<file path="src/rtl/assert_macros.svh">
// Assertion macros for the RTL files; the top level includes them.
// Needs signals clk and rst_n in the including scope.
`ifndef ASSERT_MACROS_SVH
`define ASSERT_MACROS_SVH
// Check that holds at every edge outside reset.
`define DBS_CHECK(lbl, expr) \
    lbl: assert property (@(posedge clk) disable iff (!rst_n) (expr)) \
    else $error("check failed");
// Implication from a trigger to a consequence in the same cycle.
`define DBS_IMPLY(lbl, trig, cons) \
    lbl: assert property (@(posedge clk) disable iff (!rst_n) (trig) |-> (cons)) \
    else $error("implication failed");
`endif

</file>
<file path="src/rtl/dbs_pkg.sv">
// Package for the digit box selector: sizes, types, register codes, helpers.
// No dependencies.
`default_nettype none
package dbs_pkg;
    localparam int MAX_BOXES  = 64;
    localparam int COORD_BITS = 12;
    localparam int FIELD_W    = 12;
    localparam int REG_W      = 12;
    localparam int IDX_W      = $clog2(MAX_BOXES);
    localparam int CNT_W      = $clog2(MAX_BOXES + 1);
    localparam int CMP_W      = ((COORD_BITS > REG_W) ? COORD_BITS : REG_W) + 1;
    localparam int CFG_IDX_W  = 2;
    localparam int FIFO_DEPTH = 2;
    localparam int FPTR_W     = $clog2(FIFO_DEPTH);

    localparam logic [REG_W-1:0] MIN_H_RST = REG_W'(20);
    localparam logic [REG_W-1:0] MAX_H_RST = REG_W'(90);
    localparam logic [REG_W-1:0] ALIGN_RST = REG_W'(10);

    typedef enum logic [CFG_IDX_W-1:0] {
        REG_MIN_H = 2'd0,
        REG_MAX_H = 2'd1,
        REG_ALIGN = 2'd2
    } reg_idx_t;

    typedef struct packed {
        logic [COORD_BITS-1:0] x;
        logic [COORD_BITS-1:0] y;
        logic [COORD_BITS-1:0] w;
        logic [COORD_BITS-1:0] h;
    } box_t;

    typedef struct packed {
        box_t box;
        logic pass;
        logic last;
    } entry_t;

    typedef struct packed {
        logic [REG_W-1:0] min_h;
        logic [REG_W-1:0] max_h;
        logic [REG_W-1:0] align;
    } cfg_t;

    typedef struct packed {
        logic full;
        logic empty;
    } fifo_stat_t;

    typedef struct packed {
        logic             busy;
        logic [CNT_W-1:0] count;
    } back_stat_t;

    typedef enum logic [2:0] {
        ST_IDLE,
        ST_GRD,
        ST_GWAIT,
        ST_GSCAN,
        ST_ERD,
        ST_EWAIT,
        ST_ESCAN,
        ST_EPUT
    } state_t;

    function automatic logic boxes_align(box_t a, box_t b, logic [REG_W-1:0] align);
        logic [COORD_BITS-1:0] dy;
        logic [COORD_BITS-1:0] dh;
        dy = (a.y > b.y) ? (a.y - b.y) : (b.y - a.y);
        dh = (a.h > b.h) ? (a.h - b.h) : (b.h - a.h);
        return (CMP_W'(dy) < CMP_W'(align)) && (CMP_W'(dh) < CMP_W'(align >> 1));
    endfunction
endpackage
`default_nettype wire

</file>
<file path="src/rtl/dbs_front.sv">
// Front end: takes candidate box transactions and classifies them by size.
// Depends on dbs_pkg.
`default_nettype none
module dbs_front (
    input  wire logic                          in_valid,
    output logic                               in_ready,
    input  wire logic [dbs_pkg::FIELD_W-1:0]   box_x,
    input  wire logic [dbs_pkg::FIELD_W-1:0]   box_y,
    input  wire logic [dbs_pkg::FIELD_W-1:0]   box_width,
    input  wire logic [dbs_pkg::FIELD_W-1:0]   box_height,
    input  wire logic                          frame_end,
    input  wire dbs_pkg::cfg_t                 cfg,
    input  wire dbs_pkg::fifo_stat_t           fstat,
    output logic                               push,
    output dbs_pkg::entry_t                    entry
);
    import dbs_pkg::*;

    box_t             b;
    logic [CMP_W-1:0] h_e;
    logic [CMP_W-1:0] w_e;

    always_comb
    begin
        b.x = COORD_BITS'(box_x);
        b.y = COORD_BITS'(box_y);
        b.w = COORD_BITS'(box_width);
        b.h = COORD_BITS'(box_height);
        h_e = CMP_W'(b.h);
        w_e = CMP_W'(b.w);
        entry.box  = b;
        entry.last = frame_end;
        entry.pass = (h_e > CMP_W'(cfg.min_h)) && (h_e < CMP_W'(cfg.max_h))
                     && (w_e > (h_e >> 2)) && (w_e < h_e);
    end

    assign in_ready = !fstat.full;
    assign push     = in_valid && !fstat.full;
endmodule
`default_nettype wire

</file>
<file path="src/rtl/dbs_fifo.sv">
// Short queue between the front end and the back end.
// Depends on dbs_pkg.
`default_nettype none
module dbs_fifo (
    input  wire logic              clk,
    input  wire logic              rst_n,
    input  wire logic              push,
    input  wire dbs_pkg::entry_t   wdata,
    input  wire logic              pop,
    output dbs_pkg::entry_t        rdata,
    output dbs_pkg::fifo_stat_t    stat
);
    import dbs_pkg::*;

    entry_t                slot_reg [FIFO_DEPTH];
    logic [FPTR_W-1:0]     wptr_reg;
    logic [FPTR_W-1:0]     rptr_reg;
    logic [FPTR_W:0]       fill_reg;

    always_ff @(posedge clk or negedge rst_n)
    begin
        if (!rst_n)
        begin
            wptr_reg <= '0;
            rptr_reg <= '0;
            fill_reg <= '0;
        end
        else
        begin
            if (push)
                wptr_reg <= (wptr_reg == FPTR_W'(FIFO_DEPTH - 1)) ? '0 : wptr_reg + 1'b1;
            if (pop)
                rptr_reg <= (rptr_reg == FPTR_W'(FIFO_DEPTH - 1)) ? '0 : rptr_reg + 1'b1;
            if (push && !pop)
                fill_reg <= fill_reg + 1'b1;
            else if (pop && !push)
                fill_reg <= fill_reg - 1'b1;
        end
    end

    always_ff @(posedge clk)
    begin
        if (push)
            slot_reg[wptr_reg] <= wdata;
    end

    assign rdata      = slot_reg[rptr_reg];
    assign stat.full  = (fill_reg == (FPTR_W + 1)'(FIFO_DEPTH));
    assign stat.empty = (fill_reg == '0);
endmodule
`default_nettype wire

</file>
<file path="src/rtl/dbs_back.sv">
// Back end: box store, grouping scan, ordered emission and output register.
// Depends on dbs_pkg.
`default_nettype none
module dbs_back (
    input  wire logic                          clk,
    input  wire logic                          rst_n,
    input  wire dbs_pkg::cfg_t                 cfg,
    input  wire dbs_pkg::entry_t               qdata,
    input  wire dbs_pkg::fifo_stat_t           fstat,
    output logic                               pop,
    output logic                               out_valid,
    input  wire logic                          out_ready,
    output logic [dbs_pkg::FIELD_W-1:0]        out_x,
    output logic [dbs_pkg::FIELD_W-1:0]        out_y,
    output logic [dbs_pkg::FIELD_W-1:0]        out_width,
    output logic [dbs_pkg::FIELD_W-1:0]        out_height,
    output logic                               box_valid,
    output logic                               store_overflow,
    output logic                               run_last,
    output dbs_pkg::back_stat_t                stat
);
    import dbs_pkg::*;

    box_t              mem [MAX_BOXES];
    box_t              rdata_reg;
    logic              wr_en;
    logic [IDX_W-1:0]  wr_addr;
    logic              rd_en;
    logic [IDX_W-1:0]  rd_addr;

    state_t            state_reg, state_next;
    logic [CNT_W-1:0]  count_reg, count_next;
    logic              ovf_reg, ovf_next;
    logic [IDX_W-1:0]  i_reg, i_next;
    logic [CNT_W-1:0]  j_reg, j_next;
    logic              rdv_reg, rdv_next;
    logic [IDX_W-1:0]  rdj_reg, rdj_next;
    logic [CNT_W-1:0]  gcnt_reg, gcnt_next;
    logic [CNT_W-1:0]  bestn_reg, bestn_next;
    logic [IDX_W-1:0]  bi_reg, bi_next;
    box_t              ref_reg, ref_next;
    box_t              cand_reg, cand_next;
    logic              found_reg, found_next;
    box_t              pend_reg, pend_next;
    logic              pendv_reg, pendv_next;
    logic [COORD_BITS-1:0] prev_reg, prev_next;

    logic              ov_reg, ov_next;
    box_t              obox_reg, obox_next;
    logic              obv_reg, obv_next;
    logic              oovf_reg, oovf_next;
    logic              olast_reg, olast_next;

    logic              out_free;
    logic              member;
    logic [CMP_W-1:0]  thr;
    logic [CNT_W-1:0]  i_plus;

    always_ff @(posedge clk)
    begin
        if (wr_en)
            mem[wr_addr] <= qdata.box;
        if (rd_en)
            rdata_reg <= mem[rd_addr];
    end

    always_ff @(posedge clk or negedge rst_n)
    begin
        if (!rst_n)
        begin
            state_reg <= ST_IDLE;
        end
        else
        begin
            state_reg <= state_next;
        end
    end

    always_ff @(posedge clk or negedge rst_n)
    begin
        if (!rst_n)
        begin
            count_reg <= '0;
            ovf_reg   <= 1'b0;
            rdv_reg   <= 1'b0;
            found_reg <= 1'b0;
            pendv_reg <= 1'b0;
            ov_reg    <= 1'b0;
        end
        else
        begin
            count_reg <= count_next;
            ovf_reg   <= ovf_next;
            rdv_reg   <= rdv_next;
            found_reg <= found_next;
            pendv_reg <= pendv_next;
            ov_reg    <= ov_next;
        end
    end

    always_ff @(posedge clk)
    begin
        i_reg     <= i_next;
        j_reg     <= j_next;
        rdj_reg   <= rdj_next;
        gcnt_reg  <= gcnt_next;
        bestn_reg <= bestn_next;
        bi_reg    <= bi_next;
        ref_reg   <= ref_next;
        cand_reg  <= cand_next;
        pend_reg  <= pend_next;
        prev_reg  <= prev_next;
        obox_reg  <= obox_next;
        obv_reg   <= obv_next;
        oovf_reg  <= oovf_next;
        olast_reg <= olast_next;
    end

    assign out_free = !ov_reg || out_ready;
    assign i_plus   = CNT_W'(i_reg) + 1'b1;
    assign thr      = CMP_W'(prev_reg) + CMP_W'(cfg.min_h >> 1);
    assign member   = (rdj_reg == bi_reg)
                      || ((rdj_reg > bi_reg) && boxes_align(ref_reg, rdata_reg, cfg.align));

    always_comb
    begin
        state_next = state_reg;
        count_next = count_reg;
        ovf_next   = ovf_reg;
        i_next     = i_reg;
        j_next     = j_reg;
        rdv_next   = 1'b0;
        rdj_next   = rdj_reg;
        gcnt_next  = gcnt_reg;
        bestn_next = bestn_reg;
        bi_next    = bi_reg;
        ref_next   = ref_reg;
        cand_next  = cand_reg;
        found_next = found_reg;
        pend_next  = pend_reg;
        pendv_next = pendv_reg;
        prev_next  = prev_reg;
        ov_next    = ov_reg && !out_ready;
        obox_next  = obox_reg;
        obv_next   = obv_reg;
        oovf_next  = oovf_reg;
        olast_next = olast_reg;
        pop        = 1'b0;
        wr_en      = 1'b0;
        wr_addr    = count_reg[IDX_W-1:0];
        rd_en      = 1'b0;
        rd_addr    = j_reg[IDX_W-1:0];

        case (state_reg)
            ST_IDLE:
            begin
                if (!fstat.empty)
                begin
                    pop = 1'b1;
                    if (qdata.pass)
                    begin
                        if (count_reg < CNT_W'(MAX_BOXES))
                        begin
                            wr_en      = 1'b1;
                            count_next = count_reg + 1'b1;
                        end
                        else
                        begin
                            ovf_next = 1'b1;
                        end
                    end
                    if (qdata.last)
                    begin
                        i_next     = '0;
                        bestn_next = '0;
                        bi_next    = '0;
                        pendv_next = 1'b0;
                        found_next = 1'b0;
                        prev_next  = '0;
                        state_next = (count_next == '0) ? ST_EPUT : ST_GRD;
                    end
                end
            end
            ST_GRD:
            begin
                rd_en      = 1'b1;
                rd_addr    = i_reg;
                state_next = ST_GWAIT;
            end
            ST_GWAIT:
            begin
                ref_next   = rdata_reg;
                j_next     = i_plus;
                gcnt_next  = CNT_W'(1);
                state_next = ST_GSCAN;
            end
            ST_GSCAN:
            begin
                if (j_reg < count_reg)
                begin
                    rd_en    = 1'b1;
                    rdv_next = 1'b1;
                    rdj_next = j_reg[IDX_W-1:0];
                    j_next   = j_reg + 1'b1;
                end
                if (rdv_reg && boxes_align(ref_reg, rdata_reg, cfg.align))
                    gcnt_next = gcnt_reg + 1'b1;
                if (!(j_reg < count_reg) && !rdv_reg)
                begin
                    if (gcnt_reg > bestn_reg)
                    begin
                        bestn_next = gcnt_reg;
                        bi_next    = i_reg;
                    end
                    i_next     = i_plus[IDX_W-1:0];
                    state_next = (i_plus < count_reg) ? ST_GRD : ST_ERD;
                end
            end
            ST_ERD:
            begin
                rd_en      = 1'b1;
                rd_addr    = bi_reg;
                state_next = ST_EWAIT;
            end
            ST_EWAIT:
            begin
                ref_next   = rdata_reg;
                j_next     = '0;
                found_next = 1'b0;
                state_next = ST_ESCAN;
            end
            ST_ESCAN:
            begin
                if (j_reg < count_reg)
                begin
                    rd_en    = 1'b1;
                    rdv_next = 1'b1;
                    rdj_next = j_reg[IDX_W-1:0];
                    j_next   = j_reg + 1'b1;
                end
                if (rdv_reg && member && (CMP_W'(rdata_reg.x) > thr)
                    && (!found_reg || (rdata_reg.x < cand_reg.x)))
                begin
                    cand_next  = rdata_reg;
                    found_next = 1'b1;
                end
                if (!(j_reg < count_reg) && !rdv_reg)
                    state_next = ST_EPUT;
            end
            ST_EPUT:
            begin
                if (out_free)
                begin
                    if (found_reg)
                    begin
                        if (pendv_reg)
                        begin
                            ov_next    = 1'b1;
                            obox_next  = pend_reg;
                            obv_next   = 1'b1;
                            oovf_next  = ovf_reg;
                            olast_next = 1'b0;
                        end
                        pend_next  = cand_reg;
                        pendv_next = 1'b1;
                        prev_next  = cand_reg.x;
                        found_next = 1'b0;
                        j_next     = '0;
                        state_next = ST_ESCAN;
                    end
                    else
                    begin
                        ov_next    = 1'b1;
                        obox_next  = pendv_reg ? pend_reg : '0;
                        obv_next   = pendv_reg;
                        oovf_next  = ovf_reg;
                        olast_next = 1'b1;
                        pendv_next = 1'b0;
                        count_next = '0;
                        ovf_next   = 1'b0;
                        state_next = ST_IDLE;
                    end
                end
            end
            default:
            begin
                state_next = ST_IDLE;
            end
        endcase
    end

    assign out_valid      = ov_reg;
    assign out_x          = FIELD_W'(obox_reg.x);
    assign out_y          = FIELD_W'(obox_reg.y);
    assign out_width      = FIELD_W'(obox_reg.w);
    assign out_height     = FIELD_W'(obox_reg.h);
    assign box_valid      = obv_reg;
    assign store_overflow = oovf_reg;
    assign run_last       = olast_reg;
    assign stat.busy      = (state_reg != ST_IDLE);
    assign stat.count     = count_reg;
endmodule
`default_nettype wire

</file>
<file path="src/rtl/digit_box_selector.sv">
// Top level of the digit box selector: configuration registers, front end,
// queue and back end. Depends on dbs_pkg, dbs_front, dbs_fifo, dbs_back, assert_macros.svh.
//
// channel   direction  handshake             payload
// in        input      in_valid/in_ready     box_x box_y box_width box_height frame_end
// out       output     out_valid/out_ready   out_x out_y out_width out_height box_valid
//                                            store_overflow run_last
// cfg       input      cfg_we                cfg_index cfg_data
//
// While idle, the back end pops a box without frame end and stores it if it passed and the store has room.
// On frame end the back end first groups the stored boxes and then emits its results;
// both phases are set by the single store read port.
// An empty frame goes straight to its one result; a held output stalls each emission step.
// The queue holds two transactions, so the input stalls while a frame is processed.
// Reset clears control state and loads the register defaults; the store needs no clearing.
`default_nettype none
module digit_box_selector (
    input  wire logic                          clk,
    input  wire logic                          rst_n,
    input  wire logic                          in_valid,
    output logic                               in_ready,
    input  wire logic [dbs_pkg::FIELD_W-1:0]   box_x,
    input  wire logic [dbs_pkg::FIELD_W-1:0]   box_y,
    input  wire logic [dbs_pkg::FIELD_W-1:0]   box_width,
    input  wire logic [dbs_pkg::FIELD_W-1:0]   box_height,
    input  wire logic                          frame_end,
    output logic                               out_valid,
    input  wire logic                          out_ready,
    output logic [dbs_pkg::FIELD_W-1:0]        out_x,
    output logic [dbs_pkg::FIELD_W-1:0]        out_y,
    output logic [dbs_pkg::FIELD_W-1:0]        out_width,
    output logic [dbs_pkg::FIELD_W-1:0]        out_height,
    output logic                               box_valid,
    output logic                               store_overflow,
    output logic                               run_last,
    input  wire logic                          cfg_we,
    input  wire logic [dbs_pkg::CFG_IDX_W-1:0] cfg_index,
    input  wire logic [dbs_pkg::REG_W-1:0]     cfg_data
);
    import dbs_pkg::*;

    `include "assert_macros.svh"

    cfg_t       cfg_reg;
    logic       push;
    logic       pop;
    entry_t     wentry;
    entry_t     rentry;
    fifo_stat_t fstat;
    back_stat_t bstat;

    always_ff @(posedge clk or negedge rst_n)
    begin
        if (!rst_n)
        begin
            cfg_reg.min_h <= MIN_H_RST;
            cfg_reg.max_h <= MAX_H_RST;
            cfg_reg.align <= ALIGN_RST;
        end
        else if (cfg_we)
        begin
            case (cfg_index)
                REG_MIN_H: cfg_reg.min_h <= cfg_data;
                REG_MAX_H: cfg_reg.max_h <= cfg_data;
                REG_ALIGN: cfg_reg.align <= cfg_data;
                default:   cfg_reg       <= cfg_reg;
            endcase
        end
    end

    dbs_front u_front (
        .in_valid   (in_valid),
        .in_ready   (in_ready),
        .box_x      (box_x),
        .box_y      (box_y),
        .box_width  (box_width),
        .box_height (box_height),
        .frame_end  (frame_end),
        .cfg        (cfg_reg),
        .fstat      (fstat),
        .push       (push),
        .entry      (wentry)
    );

    dbs_fifo u_fifo (
        .clk   (clk),
        .rst_n (rst_n),
        .push  (push),
        .wdata (wentry),
        .pop   (pop),
        .rdata (rentry),
        .stat  (fstat)
    );

    dbs_back u_back (
        .clk            (clk),
        .rst_n          (rst_n),
        .cfg            (cfg_reg),
        .qdata          (rentry),
        .fstat          (fstat),
        .pop            (pop),
        .out_valid      (out_valid),
        .out_ready      (out_ready),
        .out_x          (out_x),
        .out_y          (out_y),
        .out_width      (out_width),
        .out_height     (out_height),
        .box_valid      (box_valid),
        .store_overflow (store_overflow),
        .run_last       (run_last),
        .stat           (bstat)
    );

    `DBS_CHECK(a_count_cap, bstat.count <= CNT_W'(MAX_BOXES))
    `DBS_CHECK(a_no_push_full, !(push && fstat.full))
    `DBS_IMPLY(a_empty_is_last, out_valid && !box_valid, run_last)
    `DBS_IMPLY(a_pop_idle, pop, !bstat.busy && !fstat.empty)
endmodule
`default_nettype wire
</file>
<file path="config.mk">
export PLATFORM = sky130hd
export DESIGN_NAME = digit_box_selector
export DESIGN_NICKNAME = d
export VERILOG_FILES = /design/src/rtl/dbs_pkg.sv /design/src/rtl/dbs_front.sv /design/src/rtl/dbs_fifo.sv /design/src/rtl/dbs_back.sv /design/src/rtl/digit_box_selector.sv
export VERILOG_INCLUDE_DIRS = /design/src /design/src/rtl
export SDC_FILE = /design/constraint.sdc
export NUM_CORES = 2
export LEC_CHECK = 0
export ABC_AREA = 1
export BUFFER_PORTS_ARGS = -buffer_cell sky130_fd_sc_hd__buf_2
export CORE_ASPECT_RATIO = 1.25
export CORE_MARGIN = 2
export CORE_UTILIZATION = 60
export DETAILED_ROUTE_END_ITERATION = 8
export HOLD_SLACK_MARGIN = 0.1
export PLACE_DENSITY = 0.72
export SLEW_MARGIN = 30
export SYNTH_ARGS = -nofsm -noshare
export SYNTH_HDL_FRONTEND = slang
export SYNTH_HIERARCHICAL = 1
export SYNTH_SLANG_ARGS = --single-unit
export TNS_END_PERCENT = 1
</file>
<file path="constraint.sdc">
create_clock -name clk -period 15 [get_ports clk]
set_input_delay 3 -clock clk [delete_from_list [all_inputs] [get_ports clk]]
set_output_delay 3 -clock clk [all_outputs]
set_load 0.01 [all_outputs]
</file>
* Word-level counts from Yosys, hierarchy flattened
Memory sizes are Yosys's and may differ from the RTL's. A register that Yosys moved wholly into a read port is not among the register bits. Index checks and enable logic that the tools add are counted.
Cells by class: $add $sub $neg 13, magnitude comparators 15, equality and inequality tests 25, muxes and demuxes 86, reduce and logical (&&, ||, !) cells 55
Operators by type and width (number):
- 48-bit two-way mux | 3
- 7-bit two-way mux | 15
- 12-bit two-way mux | 6
- 12-bit less-than comparator | 4
- 12-bit subtractor | 4
- 7-bit case mux with 2 select lines | 3
- 12-bit > comparator | 3
- 6-bit case mux with 2 select lines | 3
- 1-bit two-way mux | 34
- 6-bit two-way mux | 5
- 7-bit case mux with 4 select lines | 1
- 3-bit two-way mux | 8
- 12-bit case mux with 2 select lines | 1
- 3-bit case mux with 8 select lines | 1
- 7-bit by 1-bit adder with 7-bit output (second input constant) | 3
- 5-bit AND reduction | 4
- 2-bit by 1-bit != test with 1-bit output (second input constant) | 8
- 4-bit AND reduction | 4
- 1-bit logical AND | 14
- 7-bit less-than comparator | 2
- 12-bit by 11-bit adder with 13-bit output | 1
- 12-bit by 13-bit > comparator with 1-bit output | 1
- 3-bit equality test (second input constant) | 4
- 12-bit by 10-bit > comparator with 1-bit output | 1
- 28 further kinds | 61
Word-level totals: flip-flop bits (word level) 277, bits in writable memories 3172, input port bits 68, output and inout port bits 53, logic and storage cells 233, memories kept 2
Memories:
- u_back.mem | words 64, bits a word 48, rd ports 1, clocked after memory_dff 1, wr ports 1, line dbs_back.sv:24 | box_t mem [MAX_BOXES];
- u_fifo.slot_reg | words 2, bits a word 50, rd ports 1, clocked after memory_dff 0, wr ports 1, line dbs_fifo.sv:15 | entry_t slot_reg [FIFO_DEPTH];

* Depth between registers and ports, before layout
depth in word-level cells 11, mapped depth 29, mapped depth without buffers 28

* Modules after synthesis
The synthesis kept the hierarchy.
Modules (own cells, without submodules):
- dbs_back | times used 1, cells an instance 13451, area each 147647.9 µm², sequential area each 100731.6 µm²
- dbs_fifo | times used 1, cells an instance 181, area each 4067.7 µm², sequential area each 3103.0 µm²
- dbs_front | times used 1, cells an instance 268, area each 1659.1 µm², sequential area each 0.0 µm²
- digit_box_selector | times used 1, cells an instance 162, area each 1488.9 µm², sequential area each 910.9 µm²

* Worst setup path after synthesis
No wires, ideal clock.
path type input -> register, start point input in_valid, end point memory u_fifo/slot_reg[0][0] in the netlist's numbering (enable), library setup time 458 ps, data arrival time 5388 ps, data required time 14542 ps, slack 9154 ps, cell stages on the path 4, buffers on the path 0, path through inv_1 > nor2_1 > inv_1 > nor2_1
Between the ends: cells in the longest elaborated chain, start to end 3
Ends and longest elaborated chain:
- start: declaration | line digit_box_selector.sv:20 | input wire logic in_valid,
- 1-bit logical AND | line dbs_front.sv:38 | assign push = in_valid && !fstat.full;
- named net push | line digit_box_selector.sv:45 | logic push;
- 1-bit two-way mux | line dbs_fifo.sv:43 | if (push)
- 1-bit two-way mux (not written as such) | line dbs_fifo.sv:44 | slot_reg[wptr_reg] <= wdata;
- end: declaration | line dbs_fifo.sv:15
The timed path passes the listed nets, and every way through them passes these cells.

* Worst setup path in the final report
start point register u_back.state_reg[2], end point register u_back/rdata_reg[27] (netlist name)
Between the ends: cells in the longest elaborated chain, start to end 3, elaborated cells between the ends (all ways) 8, classes of those cells eq/ne (4); mux (2); reduce/logical (2)
Ends and longest elaborated chain:
- start: declaration | line dbs_back.sv:31 | state_t state_reg, state_next;
- start signal: assignment | line dbs_back.sv:75 | state_reg <= state_next;
- 3-bit by 2-bit equality test with 1-bit output (tied with other cells) | line dbs_back.sv:154 | case (state_reg)
- 2-bit OR reduction (no line)
- 1-bit case mux with 2 select lines | line dbs_back.sv:154
Parallel ways exist; a longest one is shown, timed or not. A chain may end at the register's enable or synchronous reset.

==> flow_metrics.py <==
metrics = {
    "global_route": {
        "grt_pass1_vias": 104000,
        "globalRouteOverflowTotal": 0,
        "grtUsageTotal": 0.366,
        "antenna_found_initial": 25,
        "grt_max_degree": 213,
        "grt_pass1_wl_um": 694000,
    },
    "floorplanning": {
        "rows": 208,
        "die_x_um": 458,
        "core_area_sq_um": 257000,
        "fp.dieH_um": 572,
        "die_area_sq_um": 262000,
        "initial_core_util": 0.603,
        "io_pins": 121,
    },
    "clocking": {
        "insertion_delay_ps": 940,
        "clock-sinks": 3497,
        "cts_root_buf": "clkbuf_16",
        "hold_buffers": 0,
        "clk_pin_slew_ps": 60,
        "ctsLongestPathBuffers": 4,
        "cts_max_level": 5,
        "cts_tree": "built",
        "cts_buffers": 341,
        "postCtsSetupRepairBufs": 0,
        "ctsResizeCount": 0,
    },
    "synth": {
        "ys_warn_count": 6,
        "yosys_register_bits": 3497,
        "syn-num-nets": 14300,
        "synth_flop_cell": "edfxtp_1",
        "seq_area_frac_synth": 0.676,
        "synth_edf_count": 3442,
        "synth_area_per_cell_sq_um": 11.0,
        "async_reset_ff_frac": 0.0157,
        "syn_inst": 14100,
        "syn_area_sq_um": 155000,
        "synth_cell_types": 54,
    },
    "timing": {
        "max_clock_freq_mhz": 154,
        "period_needed_ps": 6510,
        "worstMarginPinSlew_ps": 1140,
        "fin_ws_ps": 8490,
        "finalHoldViolCount": 0,
        "max_slew_margin": 0.240,
        "hold_slack_ps": 401,
        "final.setup.tns_ps": 0,
        "rsz0062_at_grt": "false",
        "setup_viol": 0,
        "fin_crit_sh": 0.434,
        "maxSlewViolCount": 0,
        "skew_ps": 65.7,
    },
    "route": {
        "drcViolationCount": 0,
        "viasPerCell": 6.17,
        "drt-pass1-iter-count": 6,
        "drtIter0Drc": 15600,
        "drt_wl_total_um": 485000,
        "num_vias": 108000,
        "routedWlPerCell_um": 27.6,
        "ant_nets": 0,
    },
    "final_layout": {
        "area_delta_synth_final_pct": 9.27,
        "nets": 14200,
        "drive_above_1_share": 0.0698,
        "largest_reg_flops": 3072,
    },
    "setup_path": {
        "critPathArrivalTime_ps": 6970,
        "cp_max_fo": 164,
        "start_kind": "flop",
        "crit_type": "reg2reg",
        "end_kind": "flop",
        "worstPathRequired_ps": 15460,
    },
    "placement": {
        "dp_hpwl_um": 251000,
        "gp_congestion": 0.909,
        "io_buffers": 120,
        "post-place-ws_ps": 8630,
    },
    "min_path": {
        "hold_class": "reg2reg",
    },
    "outcome": {
        "status": "finished clean",
    },
    "job": {
        "drv_cap": 0,
    },
    "power_and_ir_drop": {
        "p_leak_nw": 68.1,
        "powerDensity_nw_per_um2": 231,
        "ir_drop_v": 0.000315,
    },
}
==> critical path, cell delays in order, from the launching register on <==
cell and delay (ps):
dfrtp_1 590, nor2_4 110, nand2_1 80, nand2_1 150, inv_8 510, nand2_8 660
inv_8 990, buf_12 660, buf_12 660, nand2_1 170, nand3_1 120, nand3_1 100
nand3_1 120, nand3_1 110, nand3_1 190, nand2_1 460
==> metrics by stage <==
step                area [sq um]  power (mW)  cells  utilization
CTS                       169000        38.6  17500        0.658
floorplan                 155000        24.5  14100            -
global placement          158000        29.9  16900        0.615
detailed placement        158000        30.2  16900        0.616
finish                    169000        39.1  17600        0.659
global route              169000        40.8  17600        0.659
==> final timing paths <==
kind | cells after the start | endpoint | startpoint | slack, ps
worst max register to register | 15 | u_back/rdata_reg[27] | u_back/state_reg[2] | 8490
worst max-delay path | 15 | u_back/rdata_reg[27] | u_back/state_reg[2] | 8490
min in group asynchronous | 2 | u_back/count_reg[3] | rst_n | 2300
worst min-delay path | 0 | u_back/pend_reg[13] | u_back/cand_reg[13] | 400
max in group asynchronous | 2 | u_fifo/rptr_reg | rst_n | 12050
worst min register to register | 0 | u_back/pend_reg[13] | u_back/cand_reg[13] | 400
==> layer usage <==
layer  vias up  share of wire  global-route usage  wire length, um
li1      47000              -                   -                -
met1     52200           0.34               0.458           166000
met2      7505           0.46               0.581           222000
met3      1663           0.13              0.0886            63800
met4        16          0.068               0.218            33100
met5         -        0.00057                   0              275
==> where the power goes <==
part           leakage (nW)  total [mW]  switching [mW]  internal (mW)
combinational          31.2        17.9            13.3           4.64
clock                  5.18        8.42            3.69           4.73
sequential             31.7        12.7           0.377           12.4
==> cell families (layout without fill, tap and decap cells) <==
kind of cell    count (synthesis)  in the layout  synth area share
simple gates                 6919           6919             0.210
flops                        3497           3497             0.676
buf+inv                      3107           3230            0.0816
compound gates                268            268            0.0105
fa+ha+maj                     180            180            0.0148
mux                            50             50           0.00482
xor+xnor                       41             41           0.00232
other cells                     0             15                 0
==> Yosys cell counts, drive strengths merged (57+ instances only) <==
master	number	share of area
a21oi	112	0.0037
nand3	2854	0.092
o211ai	57	0.0028
inv	2273	0.055
nand2	3045	0.074
ha	175	0.014
edfxtp	3442	0.67
nor2	240	0.0061
nand3b	722	0.035
buf	642	0.022
clkbuf	189	0.0046
==> cell usage in the layout, fill, tap and decap left out, types with 6 or more instances in the layout <==
cell type   count
mux2_4         50
edfxtp_1     3442
clkbuf_1       72
o211ai_1       57
bufinv_16      28
clkinv_8        7
diode_2        15
buf_4         182
inv_6           8
dfstp_2         8
clkinvlp_4     18
nor3_1         13
buf_2         120
nand3b_1      722
buf_16         15
o21bai_1        6
nand3_1      2847
clkbuf_16     347
nand4_1        40
nor2_1        158
ha_1          175
dfrtp_1        46
a21oi_1       108
xnor2_1        11
nor2_4         73
nor2_2          9
buf_6          10
xor2_1         30
nand2_1      3038
clkinv_2       54
o21ai_0        44
clkinv_1       77
buf_12         17
inv_1        2254
o22ai_1        14
inv_2          13
nand3_2         6
==> area by class of cell <==
type | instances | area [sq um]
Timing Repair Buffer | 345 | 2850
Antenna cell | 15 | 37.5
Tap cell | 3360 | 4200
Multi-Input combinational cell | 7458 | 38100
Clock inverter | 190 | 1730
Fill cell | 18800 | 87700
Sequential cell | 3497 | 105000
Inverter | 2276 | 8580
Clock buffer | 419 | 8950
(Power assumes the default switching activity.)
